### config.mk
export PLATFORM = sky130hd
export DESIGN_NAME = pair_handler_table
export DESIGN_NICKNAME = d
export VERILOG_FILES = /design/src/hdl/pht_pkg.sv /design/src/hdl/pht_cell.sv /design/src/hdl/pair_handler_table.sv
export SDC_FILE = /design/constraint.sdc
export NUM_CORES = 1
export LEC_CHECK = 0
export ABC_AREA = 1
export BUFFER_PORTS_ARGS = -buffer_cell sky130_fd_sc_hd__buf_2
export CAP_MARGIN = 20
export CORE_MARGIN = 2
export CORE_UTILIZATION = 50
export DETAILED_ROUTE_END_ITERATION = 8
export GPL_ROUTABILITY_DRIVEN = 0
export PLACE_DENSITY = 0.66
export SLEW_MARGIN = 20
export SYNTH_ARGS = -nofsm -noshare
export SYNTH_HDL_FRONTEND = slang
export SYNTH_SLANG_ARGS = --single-unit
### constraint.sdc
create_clock -name clk -period 58.9 [get_ports clk]
set_clock_uncertainty 0.05 [all_clocks]
set_input_delay 5.89 -clock clk [delete_from_list [all_inputs] [get_ports clk]]
set_output_delay 5.89 -clock clk [all_outputs]
set_load 0.03 [all_outputs]
### src/hdl/pht_pkg.sv
// ----------------------------------------------------------------------------
// pht_pkg
// Shared request and status codes for the pair handler table.
// ----------------------------------------------------------------------------
package pht_pkg;

    localparam int REQ_W    = 2;
    localparam int STATUS_W = 3;

    typedef logic [REQ_W-1:0]    req_t;
    typedef logic [STATUS_W-1:0] status_t;

    // request codes
    localparam req_t REQ_REGISTER   = 2'd0;
    localparam req_t REQ_REMOVE     = 2'd1;
    localparam req_t REQ_REMOVE_ALL = 2'd2;
    localparam req_t REQ_INVOKE     = 2'd3;

    // status codes
    localparam status_t STAT_DONE      = 3'd0;
    localparam status_t STAT_DUP       = 3'd1;
    localparam status_t STAT_FULL      = 3'd2;
    localparam status_t STAT_NULL      = 3'd3;
    localparam status_t STAT_NOT_FOUND = 3'd4;

endpackage

### src/hdl/pht_cell.sv
// ----------------------------------------------------------------------------
// pht_cell
// One table slot of the rotating chain: holds a pair and its handler and
// takes its neighbor's contents on every shift.
// ----------------------------------------------------------------------------
module pht_cell #(
    parameter int ID_BITS      = 16,
    parameter int HANDLER_BITS = 8
) (
    input  logic                    clk,
    input  logic                    shift,
    input  logic [ID_BITS-1:0]      first_in,
    input  logic [ID_BITS-1:0]      second_in,
    input  logic [HANDLER_BITS-1:0] handler_in,
    output logic [ID_BITS-1:0]      first_q,
    output logic [ID_BITS-1:0]      second_q,
    output logic [HANDLER_BITS-1:0] handler_q
);

    logic [ID_BITS-1:0]      first_reg;
    logic [ID_BITS-1:0]      second_reg;
    logic [HANDLER_BITS-1:0] handler_reg;

    // slot storage, payload only
    always_ff @(posedge clk)
    begin
        if (shift)
        begin
            first_reg   <= first_in;
            second_reg  <= second_in;
            handler_reg <= handler_in;
        end
    end

    assign first_q   = first_reg;
    assign second_q  = second_reg;
    assign handler_q = handler_reg;

endmodule

### src/hdl/pair_handler_table.sv
// ----------------------------------------------------------------------------
// pair_handler_table
// Table of ordered (first id, second id, handler) pairs built as a rotating
// chain of slot cells, with register, remove, remove-all and invoke requests.
// ----------------------------------------------------------------------------
// An item is taken when start is high and busy is low. Every request except
// a register with a null id runs one or more full turns of the slot chain,
// with the head slot compared in every cycle: register and invoke take
// one turn, a remove that hits takes two, and remove-all takes one turn
// per removed entry plus one. A register with a null id
// answers the cycle after it is taken. Results leave through registers, one
// per cycle on done for a single cycle, and there is no way to hold them off;
// invoke gives up to two results back to back, the last one flagged. busy
// drops in the cycle the final result shows, so the next item may be taken
// there. The table comes up empty after reset with no clearing pass.
// ----------------------------------------------------------------------------
module pair_handler_table #(
    parameter int ENTRIES      = 16,
    parameter int ID_BITS      = 16,
    parameter int HANDLER_BITS = 8
) (
    input  logic                    clk,
    input  logic                    rst_n,
    input  logic                    start,
    input  pht_pkg::req_t           req_type,
    input  logic [ID_BITS-1:0]      first_id,
    input  logic [ID_BITS-1:0]      second_id,
    input  logic [HANDLER_BITS-1:0] handler_in,
    output logic                    busy,
    output logic                    done,
    output pht_pkg::status_t        status,
    output logic                    match_valid,
    output logic [HANDLER_BITS-1:0] handler_out,
    output logic                    reversed,
    output logic                    last
);

    localparam int IDX_W = $clog2(ENTRIES);
    localparam int CNT_W = $clog2(ENTRIES + 1);

    localparam logic [1:0] S_IDLE  = 2'd0;
    localparam logic [1:0] S_SCAN  = 2'd1;
    localparam logic [1:0] S_EMIT2 = 2'd2;

    // chain taps
    logic [ID_BITS-1:0]      cell_first   [ENTRIES];
    logic [ID_BITS-1:0]      cell_second  [ENTRIES];
    logic [HANDLER_BITS-1:0] cell_handler [ENTRIES];

    // control state
    logic [1:0]             state_reg, state_next;
    pht_pkg::req_t          req_reg, req_next;
    logic [IDX_W-1:0]       step_reg, step_next;
    logic [CNT_W-1:0]       cnt_reg, cnt_next;
    logic                   wr_pend_reg, wr_pend_next;
    logic [IDX_W-1:0]       wr_idx_reg, wr_idx_next;
    logic                   final_pass_reg, final_pass_next;
    logic                   found_reg, found_next;
    logic [IDX_W-1:0]       match_idx_reg, match_idx_next;
    logic                   any_reg, any_next;
    logic                   dup_reg, dup_next;
    logic                   fwd_reg, fwd_next;
    logic [IDX_W-1:0]       fwd_idx_reg, fwd_idx_next;
    logic                   rev_reg, rev_next;
    logic [IDX_W-1:0]       rev_idx_reg, rev_idx_next;
    logic                   done_reg, done_next;

    // payload state
    logic [ID_BITS-1:0]      a_reg, a_next;
    logic [ID_BITS-1:0]      b_reg, b_next;
    logic [HANDLER_BITS-1:0] h_reg, h_next;
    logic [ID_BITS-1:0]      hold_first_reg, hold_first_next;
    logic [ID_BITS-1:0]      hold_second_reg, hold_second_next;
    logic [HANDLER_BITS-1:0] hold_handler_reg, hold_handler_next;
    logic [ID_BITS-1:0]      cap_first_reg, cap_first_next;
    logic [ID_BITS-1:0]      cap_second_reg, cap_second_next;
    logic [HANDLER_BITS-1:0] cap_handler_reg, cap_handler_next;
    logic [HANDLER_BITS-1:0] fwd_h_reg, fwd_h_next;
    logic [HANDLER_BITS-1:0] rev_h_reg, rev_h_next;
    logic [HANDLER_BITS-1:0] sec_h_reg, sec_h_next;
    logic                    sec_rev_reg, sec_rev_next;
    pht_pkg::status_t        status_reg, status_next;
    logic                    match_reg, match_next;
    logic [HANDLER_BITS-1:0] handler_reg, handler_next;
    logic                    rev_out_reg, rev_out_next;
    logic                    last_reg, last_next;

    // head slot after pending write or insert
    logic                    shift;
    logic                    wr_hit, ins_hit;
    logic [ID_BITS-1:0]      cur_first, cur_second;
    logic [HANDLER_BITS-1:0] cur_handler;
    logic                    in_tab, is_last_slot, pass_end;
    logic                    eq_fwd, eq_rev, eq_any, rm_hit;
    logic                    found_f, fwd_f, rev_f, fwd_first;
    logic [IDX_W-1:0]        idx_f, fwd_i_f, rev_i_f;
    logic [ID_BITS-1:0]      capf_first, capf_second;
    logic [HANDLER_BITS-1:0] capf_handler, fwd_h_f, rev_h_f;

    assign shift = (state_reg == S_SCAN);

    // chain of slot cells, rotating toward the head
    for (genvar k = 0; k < ENTRIES; k++)
    begin : g_cell
        if (k == ENTRIES - 1)
        begin : g_tail
            pht_cell #(
                .ID_BITS      (ID_BITS),
                .HANDLER_BITS (HANDLER_BITS)
            ) u_cell (
                .clk        (clk),
                .shift      (shift),
                .first_in   (cur_first),
                .second_in  (cur_second),
                .handler_in (cur_handler),
                .first_q    (cell_first[k]),
                .second_q   (cell_second[k]),
                .handler_q  (cell_handler[k])
            );
        end
        else
        begin : g_body
            pht_cell #(
                .ID_BITS      (ID_BITS),
                .HANDLER_BITS (HANDLER_BITS)
            ) u_cell (
                .clk        (clk),
                .shift      (shift),
                .first_in   (cell_first[k+1]),
                .second_in  (cell_second[k+1]),
                .handler_in (cell_handler[k+1]),
                .first_q    (cell_first[k]),
                .second_q   (cell_second[k]),
                .handler_q  (cell_handler[k])
            );
        end
    end

    // head value: insert on register, or the moved last entry on removal
    always_comb
    begin
        wr_hit  = wr_pend_reg && (step_reg == wr_idx_reg);
        ins_hit = (req_reg == pht_pkg::REQ_REGISTER) && !dup_reg
                  && (CNT_W'(step_reg) == cnt_reg);
        if (ins_hit)
        begin
            cur_first   = a_reg;
            cur_second  = b_reg;
            cur_handler = h_reg;
        end
        else if (wr_hit)
        begin
            cur_first   = hold_first_reg;
            cur_second  = hold_second_reg;
            cur_handler = hold_handler_reg;
        end
        else
        begin
            cur_first   = cell_first[0];
            cur_second  = cell_second[0];
            cur_handler = cell_handler[0];
        end
    end

    // head compares
    always_comb
    begin
        in_tab       = CNT_W'(step_reg) < cnt_reg;
        is_last_slot = (CNT_W'(step_reg) + CNT_W'(1)) == cnt_reg;
        pass_end     = step_reg == IDX_W'(ENTRIES - 1);
        eq_fwd       = in_tab && (cur_first == a_reg) && (cur_second == b_reg);
        eq_rev       = in_tab && (cur_first == b_reg) && (cur_second == a_reg);
        eq_any       = in_tab && ((cur_first == a_reg) || (cur_second == a_reg));
        rm_hit       = !final_pass_reg && !found_reg
                       && ((req_reg == pht_pkg::REQ_REMOVE) ? eq_fwd : eq_any);
        found_f      = found_reg || rm_hit;
        idx_f        = found_reg ? match_idx_reg : step_reg;
        capf_first   = is_last_slot ? cur_first : cap_first_reg;
        capf_second  = is_last_slot ? cur_second : cap_second_reg;
        capf_handler = is_last_slot ? cur_handler : cap_handler_reg;
        fwd_f        = fwd_reg || eq_fwd;
        fwd_i_f      = fwd_reg ? fwd_idx_reg : step_reg;
        fwd_h_f      = fwd_reg ? fwd_h_reg : cur_handler;
        rev_f        = rev_reg || eq_rev;
        rev_i_f      = rev_reg ? rev_idx_reg : step_reg;
        rev_h_f      = rev_reg ? rev_h_reg : cur_handler;
        fwd_first    = fwd_f && (!rev_f || (fwd_i_f <= rev_i_f));
    end

    // sequencer
    always_comb
    begin
        state_next        = state_reg;
        req_next          = req_reg;
        step_next         = step_reg;
        cnt_next          = cnt_reg;
        wr_pend_next      = wr_pend_reg;
        wr_idx_next       = wr_idx_reg;
        final_pass_next   = final_pass_reg;
        found_next        = found_reg;
        match_idx_next    = match_idx_reg;
        any_next          = any_reg;
        dup_next          = dup_reg;
        fwd_next          = fwd_reg;
        fwd_idx_next      = fwd_idx_reg;
        rev_next          = rev_reg;
        rev_idx_next      = rev_idx_reg;
        a_next            = a_reg;
        b_next            = b_reg;
        h_next            = h_reg;
        hold_first_next   = hold_first_reg;
        hold_second_next  = hold_second_reg;
        hold_handler_next = hold_handler_reg;
        cap_first_next    = cap_first_reg;
        cap_second_next   = cap_second_reg;
        cap_handler_next  = cap_handler_reg;
        fwd_h_next        = fwd_h_reg;
        rev_h_next        = rev_h_reg;
        sec_h_next        = sec_h_reg;
        sec_rev_next      = sec_rev_reg;
        done_next         = 1'b0;
        status_next       = pht_pkg::STAT_DONE;
        match_next        = 1'b0;
        handler_next      = '0;
        rev_out_next      = 1'b0;
        last_next         = 1'b1;

        case (state_reg)
            S_IDLE:
            begin
                if (start)
                begin
                    req_next        = req_type;
                    a_next          = first_id;
                    b_next          = second_id;
                    h_next          = handler_in;
                    step_next       = '0;
                    wr_pend_next    = 1'b0;
                    final_pass_next = 1'b0;
                    found_next      = 1'b0;
                    any_next        = 1'b0;
                    dup_next        = 1'b0;
                    fwd_next        = 1'b0;
                    rev_next        = 1'b0;
                    if ((req_type == pht_pkg::REQ_REGISTER)
                        && ((first_id == '0) || (second_id == '0)))
                    begin
                        done_next   = 1'b1;
                        status_next = pht_pkg::STAT_NULL;
                    end
                    else
                    begin
                        state_next = S_SCAN;
                    end
                end
            end

            S_SCAN:
            begin
                step_next = pass_end ? '0 : step_reg + IDX_W'(1);
                if (rm_hit)
                begin
                    found_next     = 1'b1;
                    match_idx_next = step_reg;
                end
                if (is_last_slot)
                begin
                    cap_first_next   = cur_first;
                    cap_second_next  = cur_second;
                    cap_handler_next = cur_handler;
                end
                if ((req_reg == pht_pkg::REQ_REGISTER) && eq_fwd)
                begin
                    dup_next = 1'b1;
                end
                if (eq_fwd && !fwd_reg)
                begin
                    fwd_next     = 1'b1;
                    fwd_idx_next = step_reg;
                    fwd_h_next   = cur_handler;
                end
                if (eq_rev && !rev_reg)
                begin
                    rev_next     = 1'b1;
                    rev_idx_next = step_reg;
                    rev_h_next   = cur_handler;
                end

                // end of one full turn: chain is back in table order
                if (pass_end)
                begin
                    found_next   = 1'b0;
                    wr_pend_next = 1'b0;
                    case (req_reg)
                        pht_pkg::REQ_REGISTER:
                        begin
                            state_next = S_IDLE;
                            done_next  = 1'b1;
                            if (dup_reg || eq_fwd)
                            begin
                                status_next = pht_pkg::STAT_DUP;
                            end
                            else if (cnt_reg == CNT_W'(ENTRIES))
                            begin
                                status_next = pht_pkg::STAT_FULL;
                            end
                            else
                            begin
                                cnt_next = cnt_reg + CNT_W'(1);
                            end
                        end

                        pht_pkg::REQ_REMOVE, pht_pkg::REQ_REMOVE_ALL:
                        begin
                            if (found_f && !final_pass_reg)
                            begin
                                // move the last entry into the hit slot next turn
                                wr_pend_next      = 1'b1;
                                wr_idx_next       = idx_f;
                                hold_first_next   = capf_first;
                                hold_second_next  = capf_second;
                                hold_handler_next = capf_handler;
                                cnt_next          = cnt_reg - CNT_W'(1);
                                any_next          = 1'b1;
                                final_pass_next   = (req_reg == pht_pkg::REQ_REMOVE);
                            end
                            else
                            begin
                                state_next  = S_IDLE;
                                done_next   = 1'b1;
                                status_next = any_reg ? pht_pkg::STAT_DONE
                                                      : pht_pkg::STAT_NOT_FOUND;
                            end
                        end

                        default:
                        begin
                            // invoke
                            done_next = 1'b1;
                            if (!fwd_f && !rev_f)
                            begin
                                state_next  = S_IDLE;
                                status_next = pht_pkg::STAT_NOT_FOUND;
                            end
                            else
                            begin
                                match_next   = 1'b1;
                                handler_next = fwd_first ? fwd_h_f : rev_h_f;
                                rev_out_next = !fwd_first;
                                sec_h_next   = rev_h_f;
                                sec_rev_next = 1'b1;
                                if (fwd_f && rev_f)
                                begin
                                    state_next = S_EMIT2;
                                    last_next  = 1'b0;
                                    if (!fwd_first)
                                    begin
                                        sec_h_next   = fwd_h_f;
                                        sec_rev_next = 1'b0;
                                    end
                                end
                                else
                                begin
                                    state_next = S_IDLE;
                                end
                            end
                        end
                    endcase
                end
            end

            S_EMIT2:
            begin
                state_next   = S_IDLE;
                done_next    = 1'b1;
                match_next   = 1'b1;
                handler_next = sec_h_reg;
                rev_out_next = sec_rev_reg;
            end

            default:
            begin
                state_next = S_IDLE;
            end
        endcase
    end

    // control registers
    always_ff @(posedge clk or negedge rst_n)
    begin
        if (!rst_n)
        begin
            state_reg      <= S_IDLE;
            req_reg        <= pht_pkg::REQ_REGISTER;
            step_reg       <= '0;
            cnt_reg        <= '0;
            wr_pend_reg    <= 1'b0;
            wr_idx_reg     <= '0;
            final_pass_reg <= 1'b0;
            found_reg      <= 1'b0;
            match_idx_reg  <= '0;
            any_reg        <= 1'b0;
            dup_reg        <= 1'b0;
            fwd_reg        <= 1'b0;
            fwd_idx_reg    <= '0;
            rev_reg        <= 1'b0;
            rev_idx_reg    <= '0;
            done_reg       <= 1'b0;
        end
        else
        begin
            state_reg      <= state_next;
            req_reg        <= req_next;
            step_reg       <= step_next;
            cnt_reg        <= cnt_next;
            wr_pend_reg    <= wr_pend_next;
            wr_idx_reg     <= wr_idx_next;
            final_pass_reg <= final_pass_next;
            found_reg      <= found_next;
            match_idx_reg  <= match_idx_next;
            any_reg        <= any_next;
            dup_reg        <= dup_next;
            fwd_reg        <= fwd_next;
            fwd_idx_reg    <= fwd_idx_next;
            rev_reg        <= rev_next;
            rev_idx_reg    <= rev_idx_next;
            done_reg       <= done_next;
        end
    end

    // payload registers
    always_ff @(posedge clk)
    begin
        a_reg            <= a_next;
        b_reg            <= b_next;
        h_reg            <= h_next;
        hold_first_reg   <= hold_first_next;
        hold_second_reg  <= hold_second_next;
        hold_handler_reg <= hold_handler_next;
        cap_first_reg    <= cap_first_next;
        cap_second_reg   <= cap_second_next;
        cap_handler_reg  <= cap_handler_next;
        fwd_h_reg        <= fwd_h_next;
        rev_h_reg        <= rev_h_next;
        sec_h_reg        <= sec_h_next;
        sec_rev_reg      <= sec_rev_next;
        status_reg       <= status_next;
        match_reg        <= match_next;
        handler_reg      <= handler_next;
        rev_out_reg      <= rev_out_next;
        last_reg         <= last_next;
    end

    assign busy        = (state_reg != S_IDLE);
    assign done        = done_reg;
    assign status      = status_reg;
    assign match_valid = match_reg;
    assign handler_out = handler_reg;
    assign reversed    = rev_out_reg;
    assign last        = last_reg;

endmodule

# After elaboration in Yosys (flattened, before gate mapping)
# Cells that the tools add are included.
# totals
output_inout_bits	16
input_bits	45
regBits	836
elab_cells	262
# op_classes
n_mux	85
add_sub_neg	4
n_reduce_logical	59
eq_ne	26
magnitude_cmp	2
bitwise_logic	4
# ops
cell	n
$mux W16	6
$mux W8	11
$eq A16 B16 Y1	4
$logic_not A16 Y1	2
$mux W1	29
$ne A2 B2 Y1 const B	11
$mux W2	10
$mux W4	5
$logic_and A1 B1 Y1	18
$pmux W1 S2	9
$pmux W8 S2	1
$mux W5	3
$reduce_and A3 Y1	5
$mux W3	4
$pmux W3 S2	2
$reduce_and A4 Y1	3
$pmux W5 S2	1
$reduce_and A2 Y1	5
$logic_not A1 Y1	8
$pmux W2 S2	2
$pmux W4 S2	1
$logic_or A1 B1 Y1	7
$logic_not A2 Y1	3
$ne A3 B3 Y1 const B	2
21 further kinds	28

# Depth between registers and ports, before layout
# Gate-level depths: netlist of run 1.
# depth
depth_word	16
ltp_mapped	24
mapped_depth_nobuf	23

# By module
# A second synthesis of run 1 with hierarchy kept.
# unflattened
hier_cells	1851
area_unflattened_um2	29851.1
# modules_own_cells
mod	area_each_um2	cells_per_inst	instances	seq_area_each_um2
pht_cell	1201.2	40	16	1201.2
pair_handler_table	10632.7	1211	1	5560.3

# Worst setup path after synthesis of run 1
# OpenSTA, ideal clock, no wires.
# synth_path
path_kind	reg2reg
startpoint	register state_reg[1]
endpoint	register hold_first_reg[0], enable pin
arrival_ns	20.228
setup_time_ns	0.388
stages_incl_launch_ff	7
t_required_ns	58.462
slack_ns	38.235
period_less_slack_ns	20.665
n_path_buf	0
path_cell_list	dfrtp_1 > inv_1 > ha_1 > inv_1 > nor2_1 > inv_1 > nor2_4
# synth_via
elab_chain_cells	2
# synth_lines
item	line	rtl
from (decl)	pair_handler_table.sv:51	logic [1:0] state_reg, state_next;
from (signal assigned)	pair_handler_table.sv:412	state_reg <= state_next;
$eq A2 B1 Y1	pair_handler_table.sv:228	case (state_reg)
$reduce_and A4 Y1 (no line)	-	
to (signal assigned)	pair_handler_table.sv:437	hold_first_reg <= hold_first_next;
to (decl)	pair_handler_table.sv:72	logic [ID_BITS-1:0] hold_first_reg, hold_first_next;
# No other way between the ends.
# A chain may end at the register's enable or synchronous reset.

# Worst setup path after layout of run 1
# layout_path
startpoint	input first_id[9]
endpoint	register done_reg, in the netlist done
# layout_via
elab_chain_cells	6
# layout_lines
item	line	rtl
from (decl)	pair_handler_table.sv:26	input logic [ID_BITS-1:0] first_id,
$logic_not A16 Y1	pair_handler_table.sv:246	&& ((first_id == '0) || (second_id == '0)))
$logic_or A1 B1 Y1	pair_handler_table.sv:246	
$logic_and A1 B1 Y1	pair_handler_table.sv:246	
$mux W1	pair_handler_table.sv:245	if ((req_type == pht_pkg::REQ_REGISTER)
$mux W1	pair_handler_table.sv:231	if (start)
$pmux W1 S3	pair_handler_table.sv:228	
named net done_next	pair_handler_table.sv:66	logic done_reg, done_next;
to (signal assigned)	pair_handler_table.sv:427	done_reg <= done_next;
to (decl)	pair_handler_table.sv:66	
# The timed path passes the listed nets, and every way through them passes these cells.

==> run summary, run 1 <==
Ranking of synthesized cells by area: edfxtp_1, nand2_1, dfrtp_1
Synth Flop Type: edfxtp_1
Initial antenna violation count: 4
Count leader, synth: edfxtp_1
Yosys reg bits: 836
Post-synth top cells: edfxtp_1, nand2_1, inv_1
Hold Crit Class: reg -> reg
Starting DRC count in detailed routing: 1509
Worst-path clk slew: 0.06 ns
Synth cell types: 49
Antenna viol nets, final: 0
Vias in the first global route: 14100
Die Height: 248 um
Dpl ws: 50.12 ns
Pleak: 12.4 nW
Power Density: 59.1 mW/mm^2
Worst setup EP type: flip-flop
Effective utilization at floorplan: 50.6%
Critical Path Source Type: primary input
Status: finished, final reports clean
Final HPWL DP: 31.6 mm
Final Setup Violations: 0
Std-Cell Rows: 89
Die ar.: 0.0617 mm^2
CTS tree: yes
Post-Route WL: 52.7 mm
Vias per inst: 5.32
Final worst path period need: 8.20 ns
Wirelength per Cell: 18.8 um
Max Clock Freq: 0.122 GHz
Vias: 14900
Yosys warning count: 0
WP buf/inv: 1
Clock root buffer master: clkbuf_16
PortBufs: 60
GRT Total Usage: 17.3%
Seq/Total Area, Yosys: 83.0%
Placed instance count: 2647
Number of synthesized flops with an enable pin: 785
Syn-to-layout area delta: 13.1%
Final Util: 57.2%
Final Hold Vio Count: 0
IO Count: 61
Core Region: 0.0590 mm^2
H-tree depth: 3
CTS resizes: 0
Postcts setup bufs: 0
Minimum hold slack: 0.345 ns
Cell Area, Synth: 0.0299 mm^2
Layout cells sized above 1: 14.2%
Crit path max fanout: 3
Top delay family on crit path: simple AND/OR/NAND/NOR gates
First-pass GRT wire length: 80.0 mm
Yosys top cell by area: edfxtp_1
Clock Sinks: 836
Residual DRC: 0
Cell mode on critical path: nand2_1
Crit-path slowest cell: nor4_1
Async S/R FF share, synth: 4.43%
Final Cycle Share: 13.9%
Critical Path, Cell by Cell: buf_2 > nor4_1 > nand4_1 > a2111oi_0 > nand2_1 > nand2_1 > a21oi_1 > nor2_1
Slew HR: 15.0%
Syn_nets: 1911
Largest net degree at the start of global routing: 211
Final worst slack: 50.70 ns
Final Max Slew Viols: 0
Die Width: 248 um
Non-Filler Cell Area, Final: 0.0338 mm^2
VDD IR max: 0.0354 mV
Arrival time worst endpoint: 8.68 ns
Fin cells: 2801
RSZ-0062 raised after global routing: no
Critical path class: in -> reg
Setup TNS: 0 ns
Hold-fix buffers at CTS: 0
Total CTS buffers: 82
Placed cell area: 0.0310 mm^2
Crit path largest cell delay: 1.07 ns
Synth top area share: 78.9%
Clock Path Buffers: 3
Later-pin clock latency in the skew report: 0.62 ns
Final nets: 2028
Max-cap viol count: 0
Slew @ Worst Pin: 1.26 ns
Synth Area per Inst: 16.2 um^2
CP required: 59.39 ns
Syn Inst Count: 1843
Final Power: 2.00 mW
Drt pass-1 iters: 5
GRT overflow: 0
## power breakdown
part           switching, mW  internal, mW
Sequential            0.0685          1.02
Clock                  0.215         0.305
Combinational          0.299        0.0886
## layer usage
metal	vias up	track usage (%)	wire, um
met5	-	0	13
met4	2	7.44	1700
met1	7374	26.7	24300
met3	101	3.50	3980
met2	508	23.9	22700
li1	6928	-	-
## layout make-up
type / instances / area, um^2
inverter: 137 / 514
tap: 773 / 967
timing repair buffer: 73 / 440
multi-input combinational: 830 / 4360
clock inverter: 50 / 517
fill: 4428 / 25200
sequential: 836 / 24800
clock buffer: 101 / 2190
antenna: 1 / 2.50
## kinds of logic after synthesis
logic type	Yosys count	synth area share [%]
AOI/OAI and AO/OA	148	2.85
xor gates and xnor gates	9	0.264
adders and majority gates	23	0.989
buffers and inverters	177	2.51
DFF	836	83.0
muxes	16	0.570
and+or+nand+nor	634	9.83
## cells in the final DEF (no fill, tap or decap), drive strengths merged, types with 2 or more instances in the layout
master and count:
dfxtp 14, a21oi 53, clkinvlp 4, mux2 8, nor3 2, nand2 370, nand4 49, ha 22
o211ai 4, o21ai 71, nor4 10, xnor2 4, dfrtp 37, inv 134, nor2 98, nand3 102
nand3b 2, mux2i 8, a31oi 8, o21a 4, edfxtp 785, buf 72, xor2 5, a2111oi 2
clkinv 40, bufinv 9, clkbuf 102
## final timing paths
check / startpoint / cells past startpoint / slack (ns) / to
min reg2reg: g_cell[1].g_body.u_cell.first_q[11]$_DFFE_PP_ / 0 / 0.34 / g_cell[0].g_body.u_cell.first_q[11]$_DFFE_PP_
min in group asynchronous: rst_n / 1 / 5.33 / cnt_reg[1]$_DFFE_PN0P_
max in group asynchronous: rst_n / 1 / 52.93 / fwd_idx_reg[3]$_DFFE_PN0P_
min: g_cell[1].g_body.u_cell.first_q[11]$_DFFE_PP_ / 0 / 0.34 / g_cell[0].g_body.u_cell.first_q[11]$_DFFE_PP_
max: first_id[9] / 8 / 50.70 / done$_DFF_PN0_
max reg2reg: step_reg[0]$_DFFE_PN0P_ / 19 / 52.77 / hold_first_reg[0]$_DFFE_PP_
Power figures use the tool's default switching activity.
==> run 2: changes to the inputs <==
- clock period: 58.9 -> 8.3 ns (I/O delays scaled with it)
==> run 2 against run 1 <==
Net effect: sequential share of layout area shrank 0.50 points; sequential power grew to 7.1 times the previous value; design area grew 0.69%; worst setup slack lost 48 ns; highest routed layer is now met4; combinational power grew to 7.0 times the previous value; critical endpoint is now hold_first_reg[0]$_DFFE_PP_; power grew to 7.3 times the previous value.
==> run summary, run 2 (synthesis results as in run 1) <==
Syn-to-layout area delta: 13.9%
Top delay family on crit path: buffers and inverters
Pleak: 12.5 nW (+0.89%)
Slew HR: 28.5% (+13 points)
Placed cell area: 0.0310 mm^2 (about the same)
Fin cells: 2798 (-0.11%)
Slew @ Worst Pin: 1.07 ns (-0.191 ns)
N_diodes: 0 (-1)
Final HPWL DP: 31.8 mm (+0.79%)
Max Clock Freq: 0.189 GHz
VDD IR max: 0.519 mV (+1400%)
GRT Total Usage: 17.5% (+0.23 points)
First-pass GRT wire length: 81.3 mm (+1.7%)
Final Max Slew Viols: 0 (unchanged)
Critical Path, Cell by Cell: clkinv_1 > ha_1 > nand2_1 > nor2_1 > nand2_2 > buf_4 > inv_1 > nand2_1 > nand2_1 > nand2_1 > nand2_1 > nand2_1 > nor2_1 > nand2_1 > nor2_4 > nand3_1 > nand3_1 > nand3_1 > nor2_4 > buf_4
H-tree depth: 3 (unchanged)
Critical Path Source Type: flip-flop
Hold-fix buffers at CTS: 0 (unchanged)
Setup TNS: 0 ns (unchanged)
Area of the multi-input gates: 0.00436 mm^2 (unchanged)
Worst-path clk slew: 0.06 ns (about the same)
Total CTS buffers: 83 (+1.2%)
Hold Crit Class: in -> async
CP required: 8.50 ns (-50.89 ns)
Minimum hold slack: 0.280 ns (-0.0652 ns)
Crit-path slowest cell: inv_1
Fill count: 4446 (+0.41%)
CTS resizes: 0 (unchanged)
Final worst path period need: 5.28 ns
WP buf/inv: 4 (+3)
Effective utilization at floorplan: 50.6% (unchanged)
Worst setup EP type: flip-flop
CTS tree: yes
Clock Path Buffers: 3 (unchanged)
Later-pin clock latency in the skew report: 0.62 ns (about the same)
Antenna viol nets, final: 0 (unchanged)
Vias: 14800 (-0.46%)
Initial antenna violation count: 0 (-4)
Final nets: 2028 (unchanged)
PortBufs: 60 (unchanged)
Die ar.: 0.0617 mm^2 (unchanged)
Clock root buffer master: clkbuf_16
Vias per inst: 5.31 (-0.35%)
Residual DRC: 0 (unchanged)
IO Count: 61 (unchanged)
Non-Filler Cell Area, Final: 0.0340 mm^2 (+0.69%)
Most frequent cells in the layout: edfxtp_1, nand2_1, inv_1
Arrival time worst endpoint: 5.48 ns (-3.20 ns)
Commonest non-fill, non-tap cell in the layout: edfxtp_1
Seq. cell area: 0.0248 mm^2 (unchanged)
Die Height: 248 um (unchanged)
Critical path class: reg -> reg
Crit path max fanout: 65 (+62)
Drt pass-1 iters: 6 (+1)
Wirelength per Cell: 18.9 um (+0.16%)
Placed instance count: 2648 (+0.038%)
Status: finished, final reports clean
Power Density: 426 mW/mm^2 (+620%)
Final Setup Violations: 0 (unchanged)
Vias in the first global route: 14400 (+1.9%)
Layout cells sized above 1: 14.4% (+0.21 points)
Cell mode on critical path: nand2_1
Final Cycle Share: 63.6%
GRT overflow: 0 (unchanged)
Core Region: 0.0590 mm^2 (unchanged)
Clock Sinks: 836 (unchanged)
Postcts setup bufs: 0 (unchanged)
Crit path largest cell delay: 0.90 ns (-0.17 ns)
Final Power: 14.5 mW (+630%)
Post-Route WL: 52.7 mm (about the same)
RSZ-0062 raised after global routing: no
Max-cap viol count: 0 (unchanged)
Largest net degree at the start of global routing: 172 (-18%)
Final Hold Vio Count: 0 (unchanged)
Starting DRC count in detailed routing: 1601 (+6.1%)
Std-Cell Rows: 89 (unchanged)
Die Width: 248 um (unchanged)
## run 2: cell count changes in the layout (fill, tap and decap cells not counted), sizes merged
cell and delta:
clkbuf +3, bufinv +10, clkinvlp +1, clkinv -16, diode -1
## run 2: layer usage
layer / global-route usage (%) / share of wire, % / wire length [um] / vias up
met4: 7.34 / 3.6 / 1910 / 0
met3: 3.49 / 6.0 / 3180 / 117
met5: 0 / 0 / 0 / -
met1: 26.7 / 47 / 25000 / 7330
li1: - / - / - / 6933
met2: 24.7 / 43 / 22700 / 465
## run 2: per-stage QoR
step                      worst slack (ns)  utilization [%]
after detailed placement              3.15             52.6
after global routing                  2.62             57.6
after floorplan                      0.403                -
after global placement                3.36             52.6
final                                 3.02             57.6
after CTS                             3.08             57.6
## run 2: path summary, 6_finish.rpt
| kind | from | endpoint | slack, ns | cells after the start |
|---|---|---|---|---|
| max in group asynchronous | rst_n | rev_idx_reg[2]$_DFFE_PN0P_ | 7.38 | 1 |
| min | rst_n | req_reg[1]$_DFFE_PN0P_ | 0.28 | 1 |
| min in group clk | handler_in[0] | h_reg[0]$_DFFE_PP_ | 0.34 | 1 |
| min reg2reg | g_cell[15].g_tail.u_cell.first_q[2]$_DFFE_PP_ | g_cell[14].g_body.u_cell.first_q[2]$_DFFE_PP_ | 0.36 | 0 |
| max | step_reg[0]$_DFFE_PN0P_ | hold_first_reg[0]$_DFFE_PP_ | 3.02 | 20 |
| max reg2reg | step_reg[0]$_DFFE_PN0P_ | hold_first_reg[0]$_DFFE_PP_ | 3.02 | 20 |
## run 2: cell type report
class,count,share of cell area [%]
clock inverter,45,2.08
multi-input combinational,830,12.8
sequential,836,72.9
clock buffer,105,6.66
inverter,137,1.52
timing repair buffer,72,1.20
tap,773,2.84
## run 2: where the power goes
group | internal (mW) | total (mW) | leakage (nW) | switching (mW)
logic | 0.615 | 2.72 | 2.89 | 2.10
registers | 7.24 | 7.74 | 8.15 | 0.502
clock network | 2.52 | 4.04 | 1.44 | 1.52
==> run 3: changes to the inputs <==
- ABC_AREA: 1 -> 0
- PLACE_DENSITY: 0.66 -> 0.68
- clock period: 8.3 -> 4.6 ns (I/O delays scaled with it)
==> run 3 against run 2 <==
Net effect: the run now ends with design-rule violations left; register-to-register slack got worse by 2.8 ns; sequential share of layout area down 0.90 points; non-clock buffer count is 43 higher; critical endpoint is now handler_out[1]$_DFF_P_; count of clock-buffer cells in the layout is 1 lower; largest cell class unchanged; via count grew 1.3%; fmax is 21% higher; flip-flop and latch count unchanged; worst setup slack lost 2.8 ns; clock power up 64%; routed wire length is 7.1% higher; worst hold slack worse by 0.25 ns; sequential power grew 93%.
==> run summary, run 3 <==
Status: finished with violations
Violated checks: design-rule violations
Die Height: 249 um (+0.30%)
Ranking of synthesized cells by area: edfxtp_1, dfrtp_1, mux2_2
Slew HR: 16.7% (-12 points)
Syn Inst Count: 1652 (-10%)
Yosys warning count: 0 (unchanged)
Vias in the first global route: 15000 (+4.2%)
PortBufs: 60 (unchanged)
Vias per inst: 5.71 (+7.6%)
Clock root buffer master: clkbuf_16
Pleak: 12.0 nW (-3.7%)
M2 GR Usage: 27.4% (+2.7 points)
Seq/Total Area, Yosys: 82.5% (-0.50 points)
Worst setup EP type: flip-flop
Area of the multi-input gates: 0.00486 mm^2 (+11%)
Std-Cell Rows: 89 (unchanged)
Most frequent cells in the layout: edfxtp_1, clkbuf_16, a21oi_1
Non-Filler Cell Area, Final: 0.0344 mm^2 (+1.3%)
GR peak layer: met2
CTS tree: yes
Core Region: 0.0592 mm^2 (+0.38%)
Grt met3 use: 4.57% (+1.1 points)
Met1 usage: 26.1% (-0.62 points)
Vias: 15000 (+1.3%)
Starting DRC count in detailed routing: 2005 (+25%)
Hold Crit Class: in -> reg
Final Hold Vio Count: 0 (unchanged)
Setup TNS: 0 ns (unchanged)
Crit path max fanout: 21 (-68%)
Clock Sinks: 836 (unchanged)
Die Width: 249 um (+0.30%)
Critical Path Source Type: flip-flop
Final Setup Violations: 0 (unchanged)
Minimum hold slack: 0.0315 ns (-0.248 ns)
CP required: 5.11 ns (-3.39 ns)
Max-cap viol count: 0 (unchanged)
Fill count: 4381 (-1.5%)
Critical path class: reg -> reg
Syn_nets: 1720 (-10%)
Fin cells: 2635 (-5.8%)
Final Max Slew Viols: 0 (unchanged)
N_diodes: 0 (unchanged)
Slew @ Worst Pin: 1.25 ns (+0.178 ns)
Yosys reg bits: 836 (unchanged)
Yosys top cell by area: edfxtp_1
Layout cells sized above 1: 15.6% (+1.2 points)
Async S/R FF share, synth: 4.43% (unchanged)
Initial antenna violation count: 2 (+2)
Syn-to-layout area delta: 14.6%
Largest net degree at the start of global routing: 204 (+19%)
IO Count: 61 (unchanged)
Post-Route WL: 56.5 mm (+7.1%)
Die ar.: 0.0621 mm^2 (+0.59%)
Effective utilization at floorplan: 50.7% (+0.11 points)
Post-synth top cells: edfxtp_1, a21oi_1, nor2_1
Postcts setup bufs: 0 (unchanged)
RSZ-0062 raised after global routing: no
Number of synthesized flops with an enable pin: 785 (unchanged)
Final nets: 1862 (-8.2%)
Placed cell area: 0.0314 mm^2 (+1.2%)
H-tree depth: 3 (unchanged)
Worst-path clk slew: 0.06 ns (about the same)
Final HPWL DP: 35.2 mm (+11%)
Final Cycle Share: 94.9% (+31 points)
Seq. cell area: 0.0248 mm^2 (unchanged)
Synth top area share: 78.5% (-0.47 points)
First-pass GRT wire length: 87.2 mm (+7.3%)
Max Clock Freq: 0.229 GHz (+21%)
Final worst path period need: 4.36 ns (-0.918 ns)
Synth Area per Inst: 18.2 um^2 (+12%)
Total CTS buffers: 82 (-1.2%)
Commonest non-fill, non-tap cell in the layout: edfxtp_1
Placed instance count: 2451 (-7.4%)
Synth cell types: 80 (+63%)
Residual DRC: 23 (+23)
GRT Total Usage: 18.3% (+0.82 points)
Wirelength per Cell: 21.4 um (+14%)
Cell Area, Synth: 0.0300 mm^2 (+0.60%)
Power Density: 765 mW/mm^2 (+79%)
GRT overflow: 0 (unchanged)
Synth Flop Type: edfxtp_1
VDD IR max: 0.567 mV (+9.4%)
Arrival time worst endpoint: 4.87 ns (-0.61 ns)
Antenna viol nets, final: 0 (unchanged)
Drt pass-1 iters: 9 (+3)
Later-pin clock latency in the skew report: 0.63 ns (about the same)
Clock Path Buffers: 3 (unchanged)
Count leader, synth: edfxtp_1
run 3: stage by stage:
stage	total power [mW]	utilization (%)	setup slack [ns]
2_1_floorplan	18.1	-	-3.49
3_3_place_gp	19.4	53.0	0.476
3_5_place_dp	19.7	53.0	0.291
4_1_cts	26.5	58.1	0.276
5_1_grt	27.6	58.1	0.0837
6_report	26.3	58.1	0.237
run 3: worst paths after layout:
| path | from | cells past startpoint | slack (ns) | endpoint |
|---|---|---|---|---|
| setup / recovery | step_reg[2]$_DFFE_PN0P_ | 11 | 0.24 | handler_out[1]$_DFF_P_ |
| hold / removal | first_id[5] | 1 | 0.03 | a_reg[5]$_DFFE_PP_ |
| setup reg to reg | step_reg[2]$_DFFE_PN0P_ | 11 | 0.24 | handler_out[1]$_DFF_P_ |
| hold reg to reg | g_cell[14].g_body.u_cell.second_q[7]$_DFFE_PP_ | 0 | 0.35 | g_cell[13].g_body.u_cell.second_q[7]$_DFFE_PP_ |
| max in group asynchronous | rst_n | 2 | 3.46 | wr_idx_reg[2]$_DFFE_PN0P_ |
| min in group asynchronous | rst_n | 2 | 0.47 | fwd_reg$_DFFE_PN0P_ |
run 3: cell type report:
| type | instances | share of cell area [%] |
|---|---|---|
| clock buffer | 104 | 6.26 |
| clock inverter | 48 | 1.60 |
| inverter | 62 | 0.676 |
| multi-input combinational | 697 | 14.1 |
| sequential | 836 | 72.0 |
| tap | 773 | 2.81 |
| timing repair buffer | 115 | 2.56 |
run 3: logic make-up (layout without fill, tap and decap cells):
kind of cell / Yosys count / after routing / synth area share [%]
AO/OA/AOI/OAI: 259 / 259 / 5.63
multiplexers: 83 / 83 / 3.02
buffers and inverters: 119 / 329 / 1.72
flip-flops: 836 / 836 / 82.5
AND/OR/NAND/NOR: 281 / 281 / 4.63
XOR/XNOR: 51 / 51 / 1.54
adder cells (fa/ha/maj): 23 / 23 / 0.983
run 3: worst max-delay path, stage by stage (launching register included):
cell and delay (ns):
dfrtp_1 0.70, xnor2_2 0.19, and4_4 0.43, nand3_1 0.17
and3_1 0.20, a2111oi_0 0.67, nand4_1 0.28, a22o_1 0.29
o31a_1 0.47, o22ai_4 0.30, mux2_2 0.37, o21ai_1 0.15
run 3: timing repair:
item                       CTS  global route
hold endpoints to repair    67             1
resized for setup            0             2
setup endpoints to repair    0            28
hold buffers                31             1
run 3: layer usage:
layer | vias up | wire length, um | share of wire, %
met1 | 7387 | 24300 | 43
met3 | 236 | 4620 | 8.2
met4 | 2 | 2290 | 4.0
met2 | 696 | 25300 | 45
li1 | 6718 | - | -
met5 | - | 16 | 0.028
run 3: power by group:
part	total [mW]	internal, mW	switching [mW]
registers	14.9	13.6	1.33
clock network	6.63	3.87	2.76
logic	4.78	1.39	3.38
